[src/rtl/core/knock_interval_pattern_matcher_core_defines.svh]
// assertion helpers used by the core rtl file
`ifndef KNOCK_INTERVAL_PATTERN_MATCHER_CORE_DEFINES_SVH
`define KNOCK_INTERVAL_PATTERN_MATCHER_CORE_DEFINES_SVH

// same-cycle implication, disabled during reset
`define KIPM_ASSERT_NOW(label, clk, rst, ante, cons, msg) \
   label: assert property (@(posedge clk) disable iff (rst) (ante) |-> (cons)) \
      else $error(msg);

// next-cycle implication, disabled during reset
`define KIPM_ASSERT_NEXT(label, clk, rst, ante, cons, msg) \
   label: assert property (@(posedge clk) disable iff (rst) (ante) |=> (cons)) \
      else $error(msg);

`endif

[src/rtl/core/kipm_pkg.sv]
`default_nettype none

package kipm_pkg;

   // widths of the register fields and the csr port
   localparam int CFG_W       = 16;
   localparam int COUNT_W     = 2;
   localparam int CSR_ADDR_W  = 5;
   localparam int CSR_DATA_W  = 32;
   localparam int REG_IDX_W   = 3;

   // register indexes
   localparam logic [REG_IDX_W-1:0] REG_DEBOUNCE        = 3'd0;
   localparam logic [REG_IDX_W-1:0] REG_TOLERANCE       = 3'd1;
   localparam logic [REG_IDX_W-1:0] REG_TIMEOUT         = 3'd2;
   localparam logic [REG_IDX_W-1:0] REG_DISPLAY         = 3'd3;
   localparam logic [REG_IDX_W-1:0] REG_INTERVAL_FIRST  = 3'd4;
   localparam logic [REG_IDX_W-1:0] REG_INTERVAL_SECOND = 3'd5;
   localparam logic [REG_IDX_W-1:0] REG_INTERVAL_THIRD  = 3'd6;
   localparam logic [REG_IDX_W-1:0] REG_PATTERN_COUNT   = 3'd7;

   // reset values
   localparam logic [CFG_W-1:0]   DEBOUNCE_RESET  = 16'd100;
   localparam logic [CFG_W-1:0]   TOLERANCE_RESET = 16'd100;
   localparam logic [CFG_W-1:0]   TIMEOUT_RESET   = 16'd3000;
   localparam logic [CFG_W-1:0]   DISPLAY_RESET   = 16'd3000;
   localparam logic [COUNT_W-1:0] PATTERN_RESET   = 2'd3;
   localparam int                 MAX_SLOTS       = 3;
   localparam logic [CFG_W-1:0]   INTERVAL_RESET [MAX_SLOTS] = '{16'd250, 16'd600, 16'd250};

   // phase codes
   localparam logic [1:0] PHASE_IDLE    = 2'd0;
   localparam logic [1:0] PHASE_LISTEN  = 2'd1;
   localparam logic [1:0] PHASE_SUCCESS = 2'd2;
   localparam logic [1:0] PHASE_FAILURE = 2'd3;

   typedef struct packed {
      logic [CFG_W-1:0]   debounce_ms;
      logic [CFG_W-1:0]   slack_ms;
      logic [CFG_W-1:0]   expiry_ms;
      logic [CFG_W-1:0]   display_ms;
      logic [COUNT_W-1:0] pattern_count;
   } kipm_cfg_type;

   typedef struct packed {
      logic [1:0]         phase;
      logic               granted;
      logic               denied;
      logic [COUNT_W-1:0] matched_count;
   } kipm_result_type;

endpackage

`default_nettype wire

[src/rtl/core/kipm_ifs.sv]
`default_nettype none

// knock input channel
interface kipm_req_if;
   logic valid;
   logic ready;
   logic edge_seen;

   modport source (output valid, output edge_seen, input ready);
   modport sink (input valid, input edge_seen, output ready);
endinterface

// result channel
interface kipm_rsp_if;
   logic       valid;
   logic       ready;
   logic [1:0] phase;
   logic       granted;
   logic       denied;
   logic [1:0] matched_count;

   modport source (output valid, output phase, output granted, output denied,
                   output matched_count, input ready);
   modport sink (input valid, input phase, input granted, input denied,
                 input matched_count, output ready);
endinterface

`default_nettype wire

[src/rtl/core/kipm_regs.sv]
`default_nettype none

module kipm_regs
   import kipm_pkg::*;
#(
   parameter int PATTERN_SLOTS = 3,
   parameter int SLOT_BITS     = 2
) (
   input  wire logic                  clock,
   input  wire logic                  reset,
   input  wire logic                  psel,
   input  wire logic                  penable,
   input  wire logic                  pwrite,
   input  wire logic [CSR_ADDR_W-1:0] paddr,
   input  wire logic [CSR_DATA_W-1:0] pwdata,
   output logic      [CSR_DATA_W-1:0] prdata,
   output kipm_cfg_type               cfg,
   output logic      [CFG_W-1:0]      intervals [PATTERN_SLOTS]
);

   logic [REG_IDX_W-1:0] reg_idx;
   logic [REG_IDX_W-1:0] slot_off;
   logic                 slot_hit;
   logic [SLOT_BITS-1:0] slot;
   logic                 wr_en;

   kipm_cfg_type         cfg_ff;
   logic [CFG_W-1:0]     interval_ff [PATTERN_SLOTS];

   // address decode, interval registers beyond the slot count are absent
   assign reg_idx  = paddr[CSR_ADDR_W-1:2];
   assign slot_off = reg_idx - REG_INTERVAL_FIRST;
   assign slot_hit = (reg_idx >= REG_INTERVAL_FIRST) && (reg_idx != REG_PATTERN_COUNT) &&
                     (slot_off < REG_IDX_W'(PATTERN_SLOTS));
   assign slot     = slot_off[SLOT_BITS-1:0];
   assign wr_en    = psel && penable && pwrite;

   // scalar registers
   always_ff @(posedge clock) begin
      if (reset) begin
         cfg_ff.debounce_ms   <= DEBOUNCE_RESET;
         cfg_ff.slack_ms      <= TOLERANCE_RESET;
         cfg_ff.expiry_ms     <= TIMEOUT_RESET;
         cfg_ff.display_ms    <= DISPLAY_RESET;
         cfg_ff.pattern_count <= PATTERN_RESET;
      end else if (wr_en) begin
         unique case (reg_idx)
            REG_DEBOUNCE:      cfg_ff.debounce_ms   <= pwdata[CFG_W-1:0];
            REG_TOLERANCE:     cfg_ff.slack_ms      <= pwdata[CFG_W-1:0];
            REG_TIMEOUT:       cfg_ff.expiry_ms     <= pwdata[CFG_W-1:0];
            REG_DISPLAY:       cfg_ff.display_ms    <= pwdata[CFG_W-1:0];
            REG_PATTERN_COUNT: cfg_ff.pattern_count <= pwdata[COUNT_W-1:0];
            default: ;
         endcase
      end
   end

   // pattern interval registers
   always_ff @(posedge clock) begin
      if (reset) begin
         for (int i = 0; i < PATTERN_SLOTS; i++) begin
            interval_ff[i] <= INTERVAL_RESET[i];
         end
      end else if (wr_en && slot_hit) begin
         interval_ff[slot] <= pwdata[CFG_W-1:0];
      end
   end

   // read mux
   always_comb begin
      prdata = '0;
      unique case (reg_idx)
         REG_DEBOUNCE:      prdata = CSR_DATA_W'(cfg_ff.debounce_ms);
         REG_TOLERANCE:     prdata = CSR_DATA_W'(cfg_ff.slack_ms);
         REG_TIMEOUT:       prdata = CSR_DATA_W'(cfg_ff.expiry_ms);
         REG_DISPLAY:       prdata = CSR_DATA_W'(cfg_ff.display_ms);
         REG_PATTERN_COUNT: prdata = CSR_DATA_W'(cfg_ff.pattern_count);
         default: begin
            if (slot_hit) begin
               prdata = CSR_DATA_W'(interval_ff[slot]);
            end
         end
      endcase
   end

   assign cfg       = cfg_ff;
   assign intervals = interval_ff;

endmodule

`default_nettype wire

[src/rtl/core/kipm_tracker.sv]
`default_nettype none

module kipm_tracker
   import kipm_pkg::*;
#(
   parameter int PATTERN_SLOTS = 3,
   parameter int SLOT_BITS     = 2,
   parameter int TIME_BITS     = 16
) (
   input  wire logic         clock,
   input  wire logic         reset,
   input  wire kipm_cfg_type cfg,
   input  wire logic [CFG_W-1:0] intervals [PATTERN_SLOTS],
   input  wire logic         step,
   input  wire logic         edge_seen,
   output kipm_result_type   result
);

   localparam int GAP_W = TIME_BITS + 1;

   // register value truncated to the time width, one guard bit on top
   function automatic logic [GAP_W-1:0] to_gap(input logic [CFG_W-1:0] v);
      logic [31:0] wide;
      wide = 32'(v);
      return {1'b0, wide[TIME_BITS-1:0]};
   endfunction

   function automatic logic [GAP_W-1:0] sat_inc(input logic [GAP_W-1:0] v);
      return (v == '1) ? v : v + 1'b1;
   endfunction

   logic [1:0]         phase_ff,     phase_in;
   logic [GAP_W-1:0]   edge_gap_ff,  edge_gap_in;
   logic [GAP_W-1:0]   knock_gap_ff, knock_gap_in;
   logic [GAP_W-1:0]   disp_ff,      disp_in;
   logic [COUNT_W-1:0] match_ff,     match_in;

   logic [GAP_W-1:0]   edge_el;
   logic [GAP_W-1:0]   knock_el;
   logic [GAP_W-1:0]   disp_el;
   logic [GAP_W-1:0]   expected;
   logic [GAP_W-1:0]   deviation;
   logic [COUNT_W-1:0] match_next;
   logic [SLOT_BITS-1:0] slot;
   logic               knock;
   logic               granted;
   logic               denied;

   // advanced counters for this tick
   assign edge_el  = sat_inc(edge_gap_ff);
   assign knock_el = sat_inc(knock_gap_ff);
   assign disp_el  = sat_inc(disp_ff);
   assign knock    = edge_seen && (edge_el > to_gap(cfg.debounce_ms));

   // pattern entry for the next interval, clamped to the last slot
   assign slot = (match_ff >= COUNT_W'(PATTERN_SLOTS)) ? SLOT_BITS'(PATTERN_SLOTS - 1) :
                 match_ff[SLOT_BITS-1:0];
   assign expected   = to_gap(intervals[slot]);
   assign deviation  = (knock_el > expected) ? knock_el - expected : expected - knock_el;
   assign match_next = match_ff + 1'b1;

   // next state for one tick
   always_comb begin
      phase_in     = phase_ff;
      knock_gap_in = knock_gap_ff;
      disp_in      = disp_ff;
      match_in     = match_ff;
      granted      = 1'b0;
      denied       = 1'b0;
      edge_gap_in  = edge_seen ? '0 : edge_el;

      unique case (phase_ff)
         PHASE_IDLE: begin
            if (knock) begin
               phase_in     = PHASE_LISTEN;
               knock_gap_in = '0;
               match_in     = '0;
            end
         end
         PHASE_LISTEN: begin
            if (knock_el > to_gap(cfg.expiry_ms)) begin
               phase_in = PHASE_FAILURE;
               disp_in  = '0;
               denied   = 1'b1;
            end else if (knock) begin
               if (deviation <= to_gap(cfg.slack_ms)) begin
                  match_in     = match_next;
                  knock_gap_in = '0;
                  if (match_next >= cfg.pattern_count) begin
                     phase_in = PHASE_SUCCESS;
                     disp_in  = '0;
                     granted  = 1'b1;
                  end
               end else begin
                  phase_in = PHASE_FAILURE;
                  disp_in  = '0;
                  denied   = 1'b1;
               end
            end else begin
               knock_gap_in = knock_el;
            end
         end
         default: begin
            // success or failure shown
            if (disp_el > to_gap(cfg.display_ms)) begin
               phase_in     = PHASE_IDLE;
               disp_in      = '0;
               match_in     = '0;
               knock_gap_in = '0;
            end else begin
               disp_in = disp_el;
            end
         end
      endcase
   end

   // state registers, advance once per item
   always_ff @(posedge clock) begin
      if (reset) begin
         phase_ff     <= PHASE_IDLE;
         edge_gap_ff  <= '1;
         knock_gap_ff <= '0;
         disp_ff      <= '0;
         match_ff     <= '0;
      end else if (step) begin
         phase_ff     <= phase_in;
         edge_gap_ff  <= edge_gap_in;
         knock_gap_ff <= knock_gap_in;
         disp_ff      <= disp_in;
         match_ff     <= match_in;
      end
   end

   assign result.phase         = phase_in;
   assign result.granted       = granted;
   assign result.denied        = denied;
   assign result.matched_count = match_in;

endmodule

`default_nettype wire

[src/rtl/core/knock_interval_pattern_matcher_core.sv]
// channel   direction  payload
// req_link  in         edge_seen (one beat per millisecond tick)
// rsp_link  out        phase, granted, denied, matched_count (one beat per tick)
// csr       apb r/w    registers at byte address 4*index, pready tied high
//
// one beat per cycle sustained while the result side is ready; a beat's result passes
// through the input register, the tracker update and the result register
// reset is synchronous; state returns to idle and registers to their defaults
// a stalled result holds in the result register while the input register takes
// one more beat; req ready drops only when both are full
`default_nettype none

`include "knock_interval_pattern_matcher_core_defines.svh"

module knock_interval_pattern_matcher_core
   import kipm_pkg::*;
#(
   parameter int PATTERN_SLOTS = 3,
   parameter int TIME_BITS     = 16
) (
   input  wire logic                  clock,
   input  wire logic                  reset,
   kipm_req_if.sink                   req_link,
   kipm_rsp_if.source                 rsp_link,
   input  wire logic                  psel,
   input  wire logic                  penable,
   input  wire logic                  pwrite,
   input  wire logic [CSR_ADDR_W-1:0] paddr,
   input  wire logic [CSR_DATA_W-1:0] pwdata,
   output logic      [CSR_DATA_W-1:0] prdata,
   output logic                       pready
);

   localparam int SLOT_BITS = (PATTERN_SLOTS > 1) ? $clog2(PATTERN_SLOTS) : 1;

   kipm_cfg_type    cfg;
   logic [CFG_W-1:0] intervals [PATTERN_SLOTS];
   kipm_result_type result;

   logic            in_valid_ff, in_valid_in;
   logic            in_edge_ff;
   logic            out_valid_ff, out_valid_in;
   kipm_result_type out_ff;
   logic            step;
   logic            req_take;

   assign pready = 1'b1;

   // configuration registers
   kipm_regs #(
      .PATTERN_SLOTS (PATTERN_SLOTS),
      .SLOT_BITS     (SLOT_BITS)
   ) u_regs (
      .clock     (clock),
      .reset     (reset),
      .psel      (psel),
      .penable   (penable),
      .pwrite    (pwrite),
      .paddr     (paddr),
      .pwdata    (pwdata),
      .prdata    (prdata),
      .cfg       (cfg),
      .intervals (intervals)
   );

   // handshake: the tracker steps when the result register can take the result
   assign step            = in_valid_ff && (!out_valid_ff || rsp_link.ready);
   assign req_link.ready  = !in_valid_ff || step;
   assign req_take        = req_link.valid && req_link.ready;
   assign in_valid_in     = req_take || (in_valid_ff && !step);
   assign out_valid_in    = step || (out_valid_ff && !rsp_link.ready);

   // input register
   always_ff @(posedge clock) begin
      if (reset) begin
         in_valid_ff <= 1'b0;
      end else begin
         in_valid_ff <= in_valid_in;
      end
   end

   always_ff @(posedge clock) begin
      if (req_take) begin
         in_edge_ff <= req_link.edge_seen;
      end
   end

   // knock tracking state machine
   kipm_tracker #(
      .PATTERN_SLOTS (PATTERN_SLOTS),
      .SLOT_BITS     (SLOT_BITS),
      .TIME_BITS     (TIME_BITS)
   ) u_tracker (
      .clock     (clock),
      .reset     (reset),
      .cfg       (cfg),
      .intervals (intervals),
      .step      (step),
      .edge_seen (in_edge_ff),
      .result    (result)
   );

   // result register
   always_ff @(posedge clock) begin
      if (reset) begin
         out_valid_ff <= 1'b0;
      end else begin
         out_valid_ff <= out_valid_in;
      end
   end

   always_ff @(posedge clock) begin
      if (step) begin
         out_ff <= result;
      end
   end

   assign rsp_link.valid         = out_valid_ff;
   assign rsp_link.phase         = out_ff.phase;
   assign rsp_link.granted       = out_ff.granted;
   assign rsp_link.denied        = out_ff.denied;
   assign rsp_link.matched_count = out_ff.matched_count;

   // checks
   `KIPM_ASSERT_NOW(a_granted_success, clock, reset, out_valid_ff && out_ff.granted,
      out_ff.phase == PHASE_SUCCESS, "granted beat outside success phase")
   `KIPM_ASSERT_NOW(a_denied_failure, clock, reset, out_valid_ff && out_ff.denied,
      out_ff.phase == PHASE_FAILURE, "denied beat outside failure phase")
   `KIPM_ASSERT_NEXT(a_idle_no_match, clock, reset, step && (result.phase == PHASE_IDLE),
      out_ff.matched_count == '0, "match count not cleared in idle")

endmodule

`default_nettype wire

[src/flat_wrapper.sv]
// flat-port wrapper written by rule: the top's interface ports become plain ports
module knock_interval_pattern_matcher_core_flat import kipm_pkg::*;
#(
   parameter int PATTERN_SLOTS = 3,
   parameter int TIME_BITS     = 16
)
  (clock, reset, psel, penable, pwrite, paddr, pwdata, prdata, pready, req_link_valid, req_link_edge_seen, req_link_ready, rsp_link_valid, rsp_link_phase, rsp_link_granted, rsp_link_denied, rsp_link_matched_count, rsp_link_ready);
  kipm_req_if req_link_i ();
  kipm_rsp_if rsp_link_i ();
  input  wire logic clock;
  input  wire logic reset;
  input  wire logic psel;
  input  wire logic penable;
  input  wire logic pwrite;
  input  wire logic [CSR_ADDR_W-1:0] paddr;
  input  wire logic [CSR_DATA_W-1:0] pwdata;
  output logic      [CSR_DATA_W-1:0] prdata;
  output logic pready;
  input wire logic [$bits(req_link_i.valid)-1:0] req_link_valid;
  input wire logic [$bits(req_link_i.edge_seen)-1:0] req_link_edge_seen;
  output wire logic [$bits(req_link_i.ready)-1:0] req_link_ready;
  output wire logic [$bits(rsp_link_i.valid)-1:0] rsp_link_valid;
  output wire logic [$bits(rsp_link_i.phase)-1:0] rsp_link_phase;
  output wire logic [$bits(rsp_link_i.granted)-1:0] rsp_link_granted;
  output wire logic [$bits(rsp_link_i.denied)-1:0] rsp_link_denied;
  output wire logic [$bits(rsp_link_i.matched_count)-1:0] rsp_link_matched_count;
  input wire logic [$bits(rsp_link_i.ready)-1:0] rsp_link_ready;
  assign req_link_i.valid = req_link_valid;
  assign req_link_i.edge_seen = req_link_edge_seen;
  assign req_link_ready = req_link_i.ready;
  assign rsp_link_valid = rsp_link_i.valid;
  assign rsp_link_phase = rsp_link_i.phase;
  assign rsp_link_granted = rsp_link_i.granted;
  assign rsp_link_denied = rsp_link_i.denied;
  assign rsp_link_matched_count = rsp_link_i.matched_count;
  assign rsp_link_i.ready = rsp_link_ready;
  knock_interval_pattern_matcher_core #(.PATTERN_SLOTS(PATTERN_SLOTS), .TIME_BITS(TIME_BITS)) u_core (.clock(clock), .reset(reset), .req_link(req_link_i), .rsp_link(rsp_link_i), .psel(psel), .penable(penable), .pwrite(pwrite), .paddr(paddr), .pwdata(pwdata), .prdata(prdata), .pready(pready));
endmodule
[config.mk]
export PLATFORM = sky130hd
export DESIGN_NAME = knock_interval_pattern_matcher_core_flat
export DESIGN_NICKNAME = d
export VERILOG_FILES = /design/src/rtl/core/kipm_pkg.sv /design/src/rtl/core/kipm_ifs.sv /design/src/rtl/core/kipm_regs.sv /design/src/rtl/core/kipm_tracker.sv /design/src/rtl/core/knock_interval_pattern_matcher_core.sv /design/src/flat_wrapper.sv
export VERILOG_INCLUDE_DIRS = /design/src /design/src/rtl/core
export SDC_FILE = /design/constraint.sdc
export NUM_CORES = 1
export LEC_CHECK = 0
export BUFFER_PORTS_ARGS = -buffer_cell sky130_fd_sc_hd__buf_2
export CORE_MARGIN = 2
export CORE_UTILIZATION = 61
export DETAILED_ROUTE_END_ITERATION = 16
export GPL_TIMING_DRIVEN = 0
export PLACE_DENSITY = 0.84
export SETUP_SLACK_MARGIN = 0.2
export SLEW_MARGIN = 20
export SYNTH_ARGS = -nofsm -noshare
export SYNTH_HDL_FRONTEND = slang
export SYNTH_SLANG_ARGS = --single-unit
export TNS_END_PERCENT = 1
[constraint.sdc]
create_clock -name clock -period 19.4 [get_ports clock]
set_input_delay 0.97 -clock clock [delete_from_list [all_inputs] [get_ports clock]]
set_output_delay 0.97 -clock clock [all_outputs]
set_load 0.02 [all_outputs]
# Word level (Yosys, flattened, before mapping)

Cells that the tools add are included.

Output and inout bits: 41
Input bits: 45
Word-level logic and storage cells: 135
Flip-flop bits (word level): 178

Equal/unequal tests: 14
Bitwise operators: 6
Add/sub/neg operators: 7
Reduce and logical (&&, ||, !) cells: 30
Order comparisons: 12
Muxes and demuxes: 46

Operators with widths:

| kind                                                            | number |
|---|---|
| 17-bit two-way mux                                              | 15 |
| 16-bit two-way mux                                              | 6 |
| 16-bit one-hot mux with 5 select lines                          | 1 |
| 17-bit by 16-bit greater-than comparator with 1-bit output      | 4 |
| 17-bit one-hot mux with 2 select lines                          | 2 |
| 16-bit binary-select mux with 2-bit select                      | 2 |
| 17-bit by 1-bit adder with 17-bit output, second input constant | 3 |
| 17-bit == test, second input constant                           | 3 |
| 48-bit bitwise mux                                              | 1 |
| 16-bit demux with 2-bit select                                  | 1 |
| 2-bit two-way mux                                               | 12 |
| 17-bit by 16-bit less-or-equal comparator with 1-bit output     | 1 |
| 16-bit by 17-bit subtractor with 17-bit output                  | 1 |
| 17-bit by 16-bit subtractor with 17-bit output                  | 1 |
| 1-bit logical AND                                               | 11 |
| 2-bit AND reduction                                             | 5 |
| 3-bit greater-or-equal comparator, second input constant        | 3 |
| 3-bit inequality test, second input constant                    | 3 |
| 2-bit one-hot mux with 2 select lines                           | 2 |
| 3-bit by 2-bit == test with 1-bit output, second input constant | 2 |
| 2-bit inverter with 3-bit output                                | 2 |
| 5-bit AND reduction                                             | 1 |
| 1-bit logical NOT                                               | 4 |
| 1-bit logical OR                                                | 4 |
| other kinds (18)                                                | 25 |

# Logic depth before layout (Yosys ltp)

Depth in word-level cells: 13
Gate-level depth with buffers: 32
Mapped depth without buffers: 29

# Modules after synthesis

A second synthesis with hierarchy kept.

Cell total of the unflattened synthesis: 1677
Area, all modules: 12961.2 µm²

By module, submodules not included:

| module                              | seq. area each (µm²) | area each (µm²) | times used | cells each |
|---|---|---|---|---|
| kipm_tracker                        | 1101.1               | 7240.7          | 1          | 999 |
| kipm_regs                           | 2282.2               | 5395.2          | 1          | 659 |
| knock_interval_pattern_matcher_core | 250.2                | 325.3           | 1          | 19 |

# Worst setup path after synthesis

OpenSTA, ideal clock, no wires.

Path type: reg-to-reg
Start point: reg u_core.u_tracker.knock_gap_ff[1]
End point: reg u_core.u_tracker.knock_gap_ff[14]
Data arrival time: 6.644 ns
Library setup time: 0.074 ns
Clock period less this slack: 6.719 ns
Cell stages (with the launch flop): 31
Path buffers: 1
Setup slack: 12.681 ns
Required time: 19.326 ns
Path through: dfxtp_1 ha_1 nand3_1 or4_1 nor3b_1 nand3_1 nor2_1 nand3_1 xor2_1 inv_1 ha_1 clkbuf_1 a21oi_1 a21boi_0 a2111oi_1 nand2_1 o41ai_2 nor2_2 or3_1 a32o_1 xor2_1 ha_1 or3_1 a221oi_1 nand2_1 o211ai_1 nand3_1 nor4_4 nor3_2 or4_1 o21ai_0

Longest elaborated chain between the ends: 7
Elaborated cells on any way between the ends: 15
Those cells by class: add/sub: 3; order compare: 3; eq/ne: 3; mux: 5; reduce/logical: 1

RTL lines:

| item                                                                              | RTL line            | RTL |
|---|---|---|
| start: declaration                                                                | kipm_tracker.sv:34  | `logic [GAP_W-1:0] knock_gap_ff, knock_gap_in;` |
| start signal: assignment                                                          | kipm_tracker.sv:128 | `knock_gap_ff <= knock_gap_in;` |
| 17-bit by 1-bit adder with 17-bit output / 17-bit == test (equally long branches) | kipm_tracker.sv:29  | `return (v == '1) ? v : v + 1'b1;` |
| 17-bit two-way mux (*)                                                            | kipm_tracker.sv:29  |  |
| 16-bit by 17-bit subtractor with 17-bit output, or another cell as far along      | kipm_tracker.sv:59  | `assign deviation = (knock_el > expected) ? knock_el - expected : expected - knock_el;` |
| 17-bit two-way mux                                                                | kipm_tracker.sv:59  |  |
| 17-bit by 16-bit less-or-equal comparator with 1-bit output                       | kipm_tracker.sv:86  | `if (deviation <= to_gap(cfg.slack_ms)) begin` |
| 3-bit inequality test (no line)                                                   | --                  |  |
| 5-bit AND reduction (no line)                                                     | --                  |  |

Mark *: on every way between the ends. The rest lies on a longest branch, timed or not. The select of a mux whose other input is x is not followed.
A chain may end at the register's enable or synchronous reset.

==> reports/results.env <==
TOTAL_OF_MAX_CAP_VIOLATIONS=0
COUNT_OF_HOLD_FIX_BUFFERS_INSERTED_AT_CTS=0
ANTENNA_FOUND_INITIAL=1
CHIPHEIGHT_UM=148
CRITICAL_PATH_PEAK_FANOUT=10
FINALNONFILLERCELLS=2008
BOUNDARYPINS=86
GRT_MAX_DEGREE=20
CLOCK.FMAX_GHz=0.111
FINAL-HOLD-VIOLATION-COUNT=0
CTS_TREE='built'
SYNTH_SEQ_AREA_SHARE_PCT=28.9
FINALHOLDWORSTSLACK_PS=480
FIN_SETUP_TNS_PS=0
POST-PLACE-CELLS=1976
POST-ROUTE-CELL-AREA_UM2=13800
WORST-ENDPOINT-REQUIRED_PS=19590
POST_SYNTH_MAIN_AREA_CONTRIBUTORS='sky130_fd_sc_hd__dfxtp_1, sky130_fd_sc_hd__ha_1, sky130_fd_sc_hd__nand2_1, sky130_fd_sc_hd__a21oi_1, sky130_fd_sc_hd__mux2i_1'
WIRE_LENGTH_PER_CELL_UM=21.0
PORT_BUFFERS=45
FINALSETUPVIOLCOUNT=0
SYNTHDOMINANTCELLAREASHARE_PCT=27.2
MAXSLEWHEADROOM_PCT=30.5
ASYNC_FLOP_SHARE_PCT=0
GRT_SETUP_UNREPAIRED='no'
LAYOUT_COMMON_CELLS='sky130_fd_sc_hd__nand2_1, sky130_fd_sc_hd__dfxtp_1, sky130_fd_sc_hd__a21oi_1'
DATA_ARRIVAL_TIME_OF_THE_CRITICAL_PATH_PS=9200
SYNTH_FF_TYPE='sky130_fd_sc_hd__dfxtp_1'
PLACEABLE_CORE_REGION_UM2=20200
POST-ROUTE-PERIOD-UTIL_PCT=46.5
H-TREE-DEPTH=4
WORST-SETUP-PATH-TYPE='reg2reg'
DR.PASS1.ITERS=8
POST-CTS-SETUP-BUFFERS=0
YOSYSWARNINGCOUNT=0
POST_SYNTH_INST_COUNT=1646
FINISH.NET_COUNT=1873
CRIT_PATH_END_KIND='flip-flop'
START_KIND='flip-flop'
TRITONCTS.NUM_BUFFERS=17
DIE_WIDTH_UM=148
ROWS=52
AREA_GROWTH_PCT=9.61
CLOCKBUFFERDEPTH=2
CLOCK-SKEW-FINAL_PS=16.6
HOLD_PATH_CLASS='reg2reg'
GRT_PASS1_WL_MM=64.6
ANTENNA_LEFT=0
MAX_SLEW.WORST_PIN.SLEW_PS=1030
CTS-ROOT-BUF='sky130_fd_sc_hd__clkbuf_16'
WORSTSKEWPAIRLATENCY_PS=450
OUTCOME='complete, no violations'
OVERALL_ROUTING_RESOURCE_USAGE_PCT=38.2
SYNTH-SEQ-CELLS=178
CELLLEAKAGEPOWER_nW=5.68
CTS.REPAIR.RESIZED=0
CLKSINKCOUNT=178
VIAS=12756
POST_DRT_VIA_CELL_RATIO=6.35
START_UTIL_PCT=62.1
CLK_PIN_SLEW_WORST_PATHS_PS=80
VIA_COUNT_OF_THE_FIRST_GLOBAL_ROUTING_PASS=11780
LAYOUT_COMMONEST_CELL='sky130_fd_sc_hd__nand2_1'
GPL_WTD_CONG=1.09
FLOORPLAN.DIE_AREA_UM2=21800
POWER_PER_CELL_AREA_nW_PER_UM2=65.5
VDD_IR_DROP_MAX_mV=0.0584
DETAILEDPLACEMENTHPWL_MM=32.4
ANTENNA_CELLS_INSERTED=0
POST_SYNTH_INSTANCE_AREA_UM2=12600
DRC=0
DR.FIRST_ITER.DRC_COUNT=1482
FINALMAXSLEWVIOLATIONS=0
POST_DP_CELL_AREA_UM2=13200
FINALWORSTPATHREQUIREDPERIOD_PS=9010
PROPORTION_OF_LAYOUT_CELLS_WITH_A_DRIVE_SUFFIX_ABOVE_1_PCT=7.88
YS_TYPES=79
SYNTH_EDF_COUNT=7
SYN_AVG_CELL_AREA_UM2=7.64
GLOBALROUTEOVERFLOWTOTAL=0
SYNTH_AREA_LEADER_CELL='sky130_fd_sc_hd__dfxtp_1'
DRT_WL_TOTAL_MM=42.2
-- sequential cells by signal (all words and copies together), names as in the netlist, 2 cells and up --
register	cells
u_core.u_regs.intervals	48
u_core.u_tracker.disp_ff	17
u_core.u_tracker.phase_ff	2
u_core.u_regs.cfg	66
u_core.u_tracker.match_ff	2
u_core.u_tracker.knock_gap_ff	17
u_core.u_tracker.edge_gap_ff	17
u_core.rsp_link.matched_count	2
u_core.rsp_link.phase	2
-- layout make-up --
cell class,count,area [µm²]
clock buffer,17,425
multi-input combinational,1252,8050
buffer,110,492
inverter,121,454
fill,1690,6450
tap,270,338
sequential,178,3630
clock inverter,15,164
timing repair buffer,45,225
-- cells in the mapped netlist (7+ instances only) --
library cell               instances
sky130_fd_sc_hd__nand2_1         300
sky130_fd_sc_hd__dfxtp_1         171
sky130_fd_sc_hd__a21oi_1         144
sky130_fd_sc_hd__inv_1           121
sky130_fd_sc_hd__ha_1            101
sky130_fd_sc_hd__nor2_1           93
sky130_fd_sc_hd__o21ai_0          81
sky130_fd_sc_hd__clkbuf_1         76
sky130_fd_sc_hd__mux2i_1          49
sky130_fd_sc_hd__nand3_1          48
sky130_fd_sc_hd__xnor2_1          35
sky130_fd_sc_hd__a221o_1          25
sky130_fd_sc_hd__a21o_1           24
sky130_fd_sc_hd__nand3b_1         24
sky130_fd_sc_hd__a211o_1          22
sky130_fd_sc_hd__nand4_1          22
sky130_fd_sc_hd__nor3_1           22
sky130_fd_sc_hd__xor2_1           20
sky130_fd_sc_hd__buf_4            19
sky130_fd_sc_hd__and3_1           16
sky130_fd_sc_hd__o21a_1           14
sky130_fd_sc_hd__or3_1            14
sky130_fd_sc_hd__nor2b_1          13
sky130_fd_sc_hd__o211ai_1         12
sky130_fd_sc_hd__nand2b_1         11
sky130_fd_sc_hd__o31ai_1          11
sky130_fd_sc_hd__mux2_2           10
sky130_fd_sc_hd__buf_1             9
sky130_fd_sc_hd__a211oi_1          8
sky130_fd_sc_hd__and2_1            8
sky130_fd_sc_hd__o41ai_1           8
sky130_fd_sc_hd__edfxtp_1          7
-- power breakdown --
| part | switching, mW | total, mW | leakage, nW | internal (mW) |
|---|---|---|---|---|
| clock network | 0.179 | 0.353 | 0.287 | 0.173 |
| registers | 0.00720 | 0.382 | 1.45 | 0.374 |
| logic | 0.110 | 0.168 | 3.94 | 0.0583 |
| total | 0.296 | 0.902 | 5.68 | 0.606 |
-- metrics by stage --
stage / power [mW] / utilization [%] / worst slack [ps]
final: 0.902 / 68.1 / 10390
after floorplan: 0.502 / - / 12680
after CTS: 0.893 / 68.1 / 10700
after global placement: 0.547 / 65.2 / 10850
after detailed placement: 0.551 / 65.2 / 10730
after global routing: 0.926 / 68.1 / 10080
-- layer usage --
layer,up-vias,part of all wire (%),track usage (%),wire [µm]
met5,-,0.026,0,11
met4,2,4.8,17.4,2040
met3,134,11,6.45,4660
met2,772,45,61.1,18900
met1,5936,39,50.8,16600
li1,5912,-,-,-
-- worst max-delay path, cell delays in order, from the launching register on --
cell and delay [ps]:
sky130_fd_sc_hd__dfxtp_1 520, sky130_fd_sc_hd__ha_1 310, sky130_fd_sc_hd__or2_2 140, sky130_fd_sc_hd__buf_2 260, sky130_fd_sc_hd__buf_1 680, sky130_fd_sc_hd__mux2i_1 180
sky130_fd_sc_hd__o21ai_0 840, sky130_fd_sc_hd__inv_1 100, sky130_fd_sc_hd__ha_1 310, sky130_fd_sc_hd__clkbuf_1 400, sky130_fd_sc_hd__nand2_1 150, sky130_fd_sc_hd__nor2_1 260
sky130_fd_sc_hd__nand3_1 160, sky130_fd_sc_hd__o41ai_2 660, sky130_fd_sc_hd__nor2_2 240, sky130_fd_sc_hd__mux2_2 380, sky130_fd_sc_hd__a32o_1 280, sky130_fd_sc_hd__xor2_1 160
sky130_fd_sc_hd__ha_1 210, sky130_fd_sc_hd__or3_1 350, sky130_fd_sc_hd__a221oi_1 290, sky130_fd_sc_hd__nand2_1 90, sky130_fd_sc_hd__o211ai_1 300, sky130_fd_sc_hd__nand3_1 270
sky130_fd_sc_hd__nor4_4 530, sky130_fd_sc_hd__o21ai_0 260, sky130_fd_sc_hd__nor3_1 330, sky130_fd_sc_hd__nor2_1 80
-- kinds of logic (layout without fill, tap and decap cells) --
logic type      count (synthesis)  in the layout  share of synthesized area [%]
other cells                     2             17                         0.0597
compound gates                412            412                           21.6
xor+xnor                       55             55                           3.83
simple gates                  600            600                           22.2
flops                         178            178                           28.9
mux                            62             62                           5.33
fa+ha+maj                     106            106                           10.6
buf+inv                       231            308                           7.52
-- worst paths after layout --
kind	startpoint	depth (start not counted)	end	slack, ps
hold reg to reg	u_core.u_regs.intervals[0]	2	u_core.u_regs.intervals[0]	480
setup / recovery	u_core.u_tracker.match_ff[0]	27	u_core.rsp_link.phase[0]	10390
setup reg to reg	u_core.u_tracker.match_ff[0]	27	u_core.rsp_link.phase[0]	10390
hold / removal	u_core.u_regs.intervals[0]	2	u_core.u_regs.intervals[0]	480
Power figures use the tool's default switching activity.
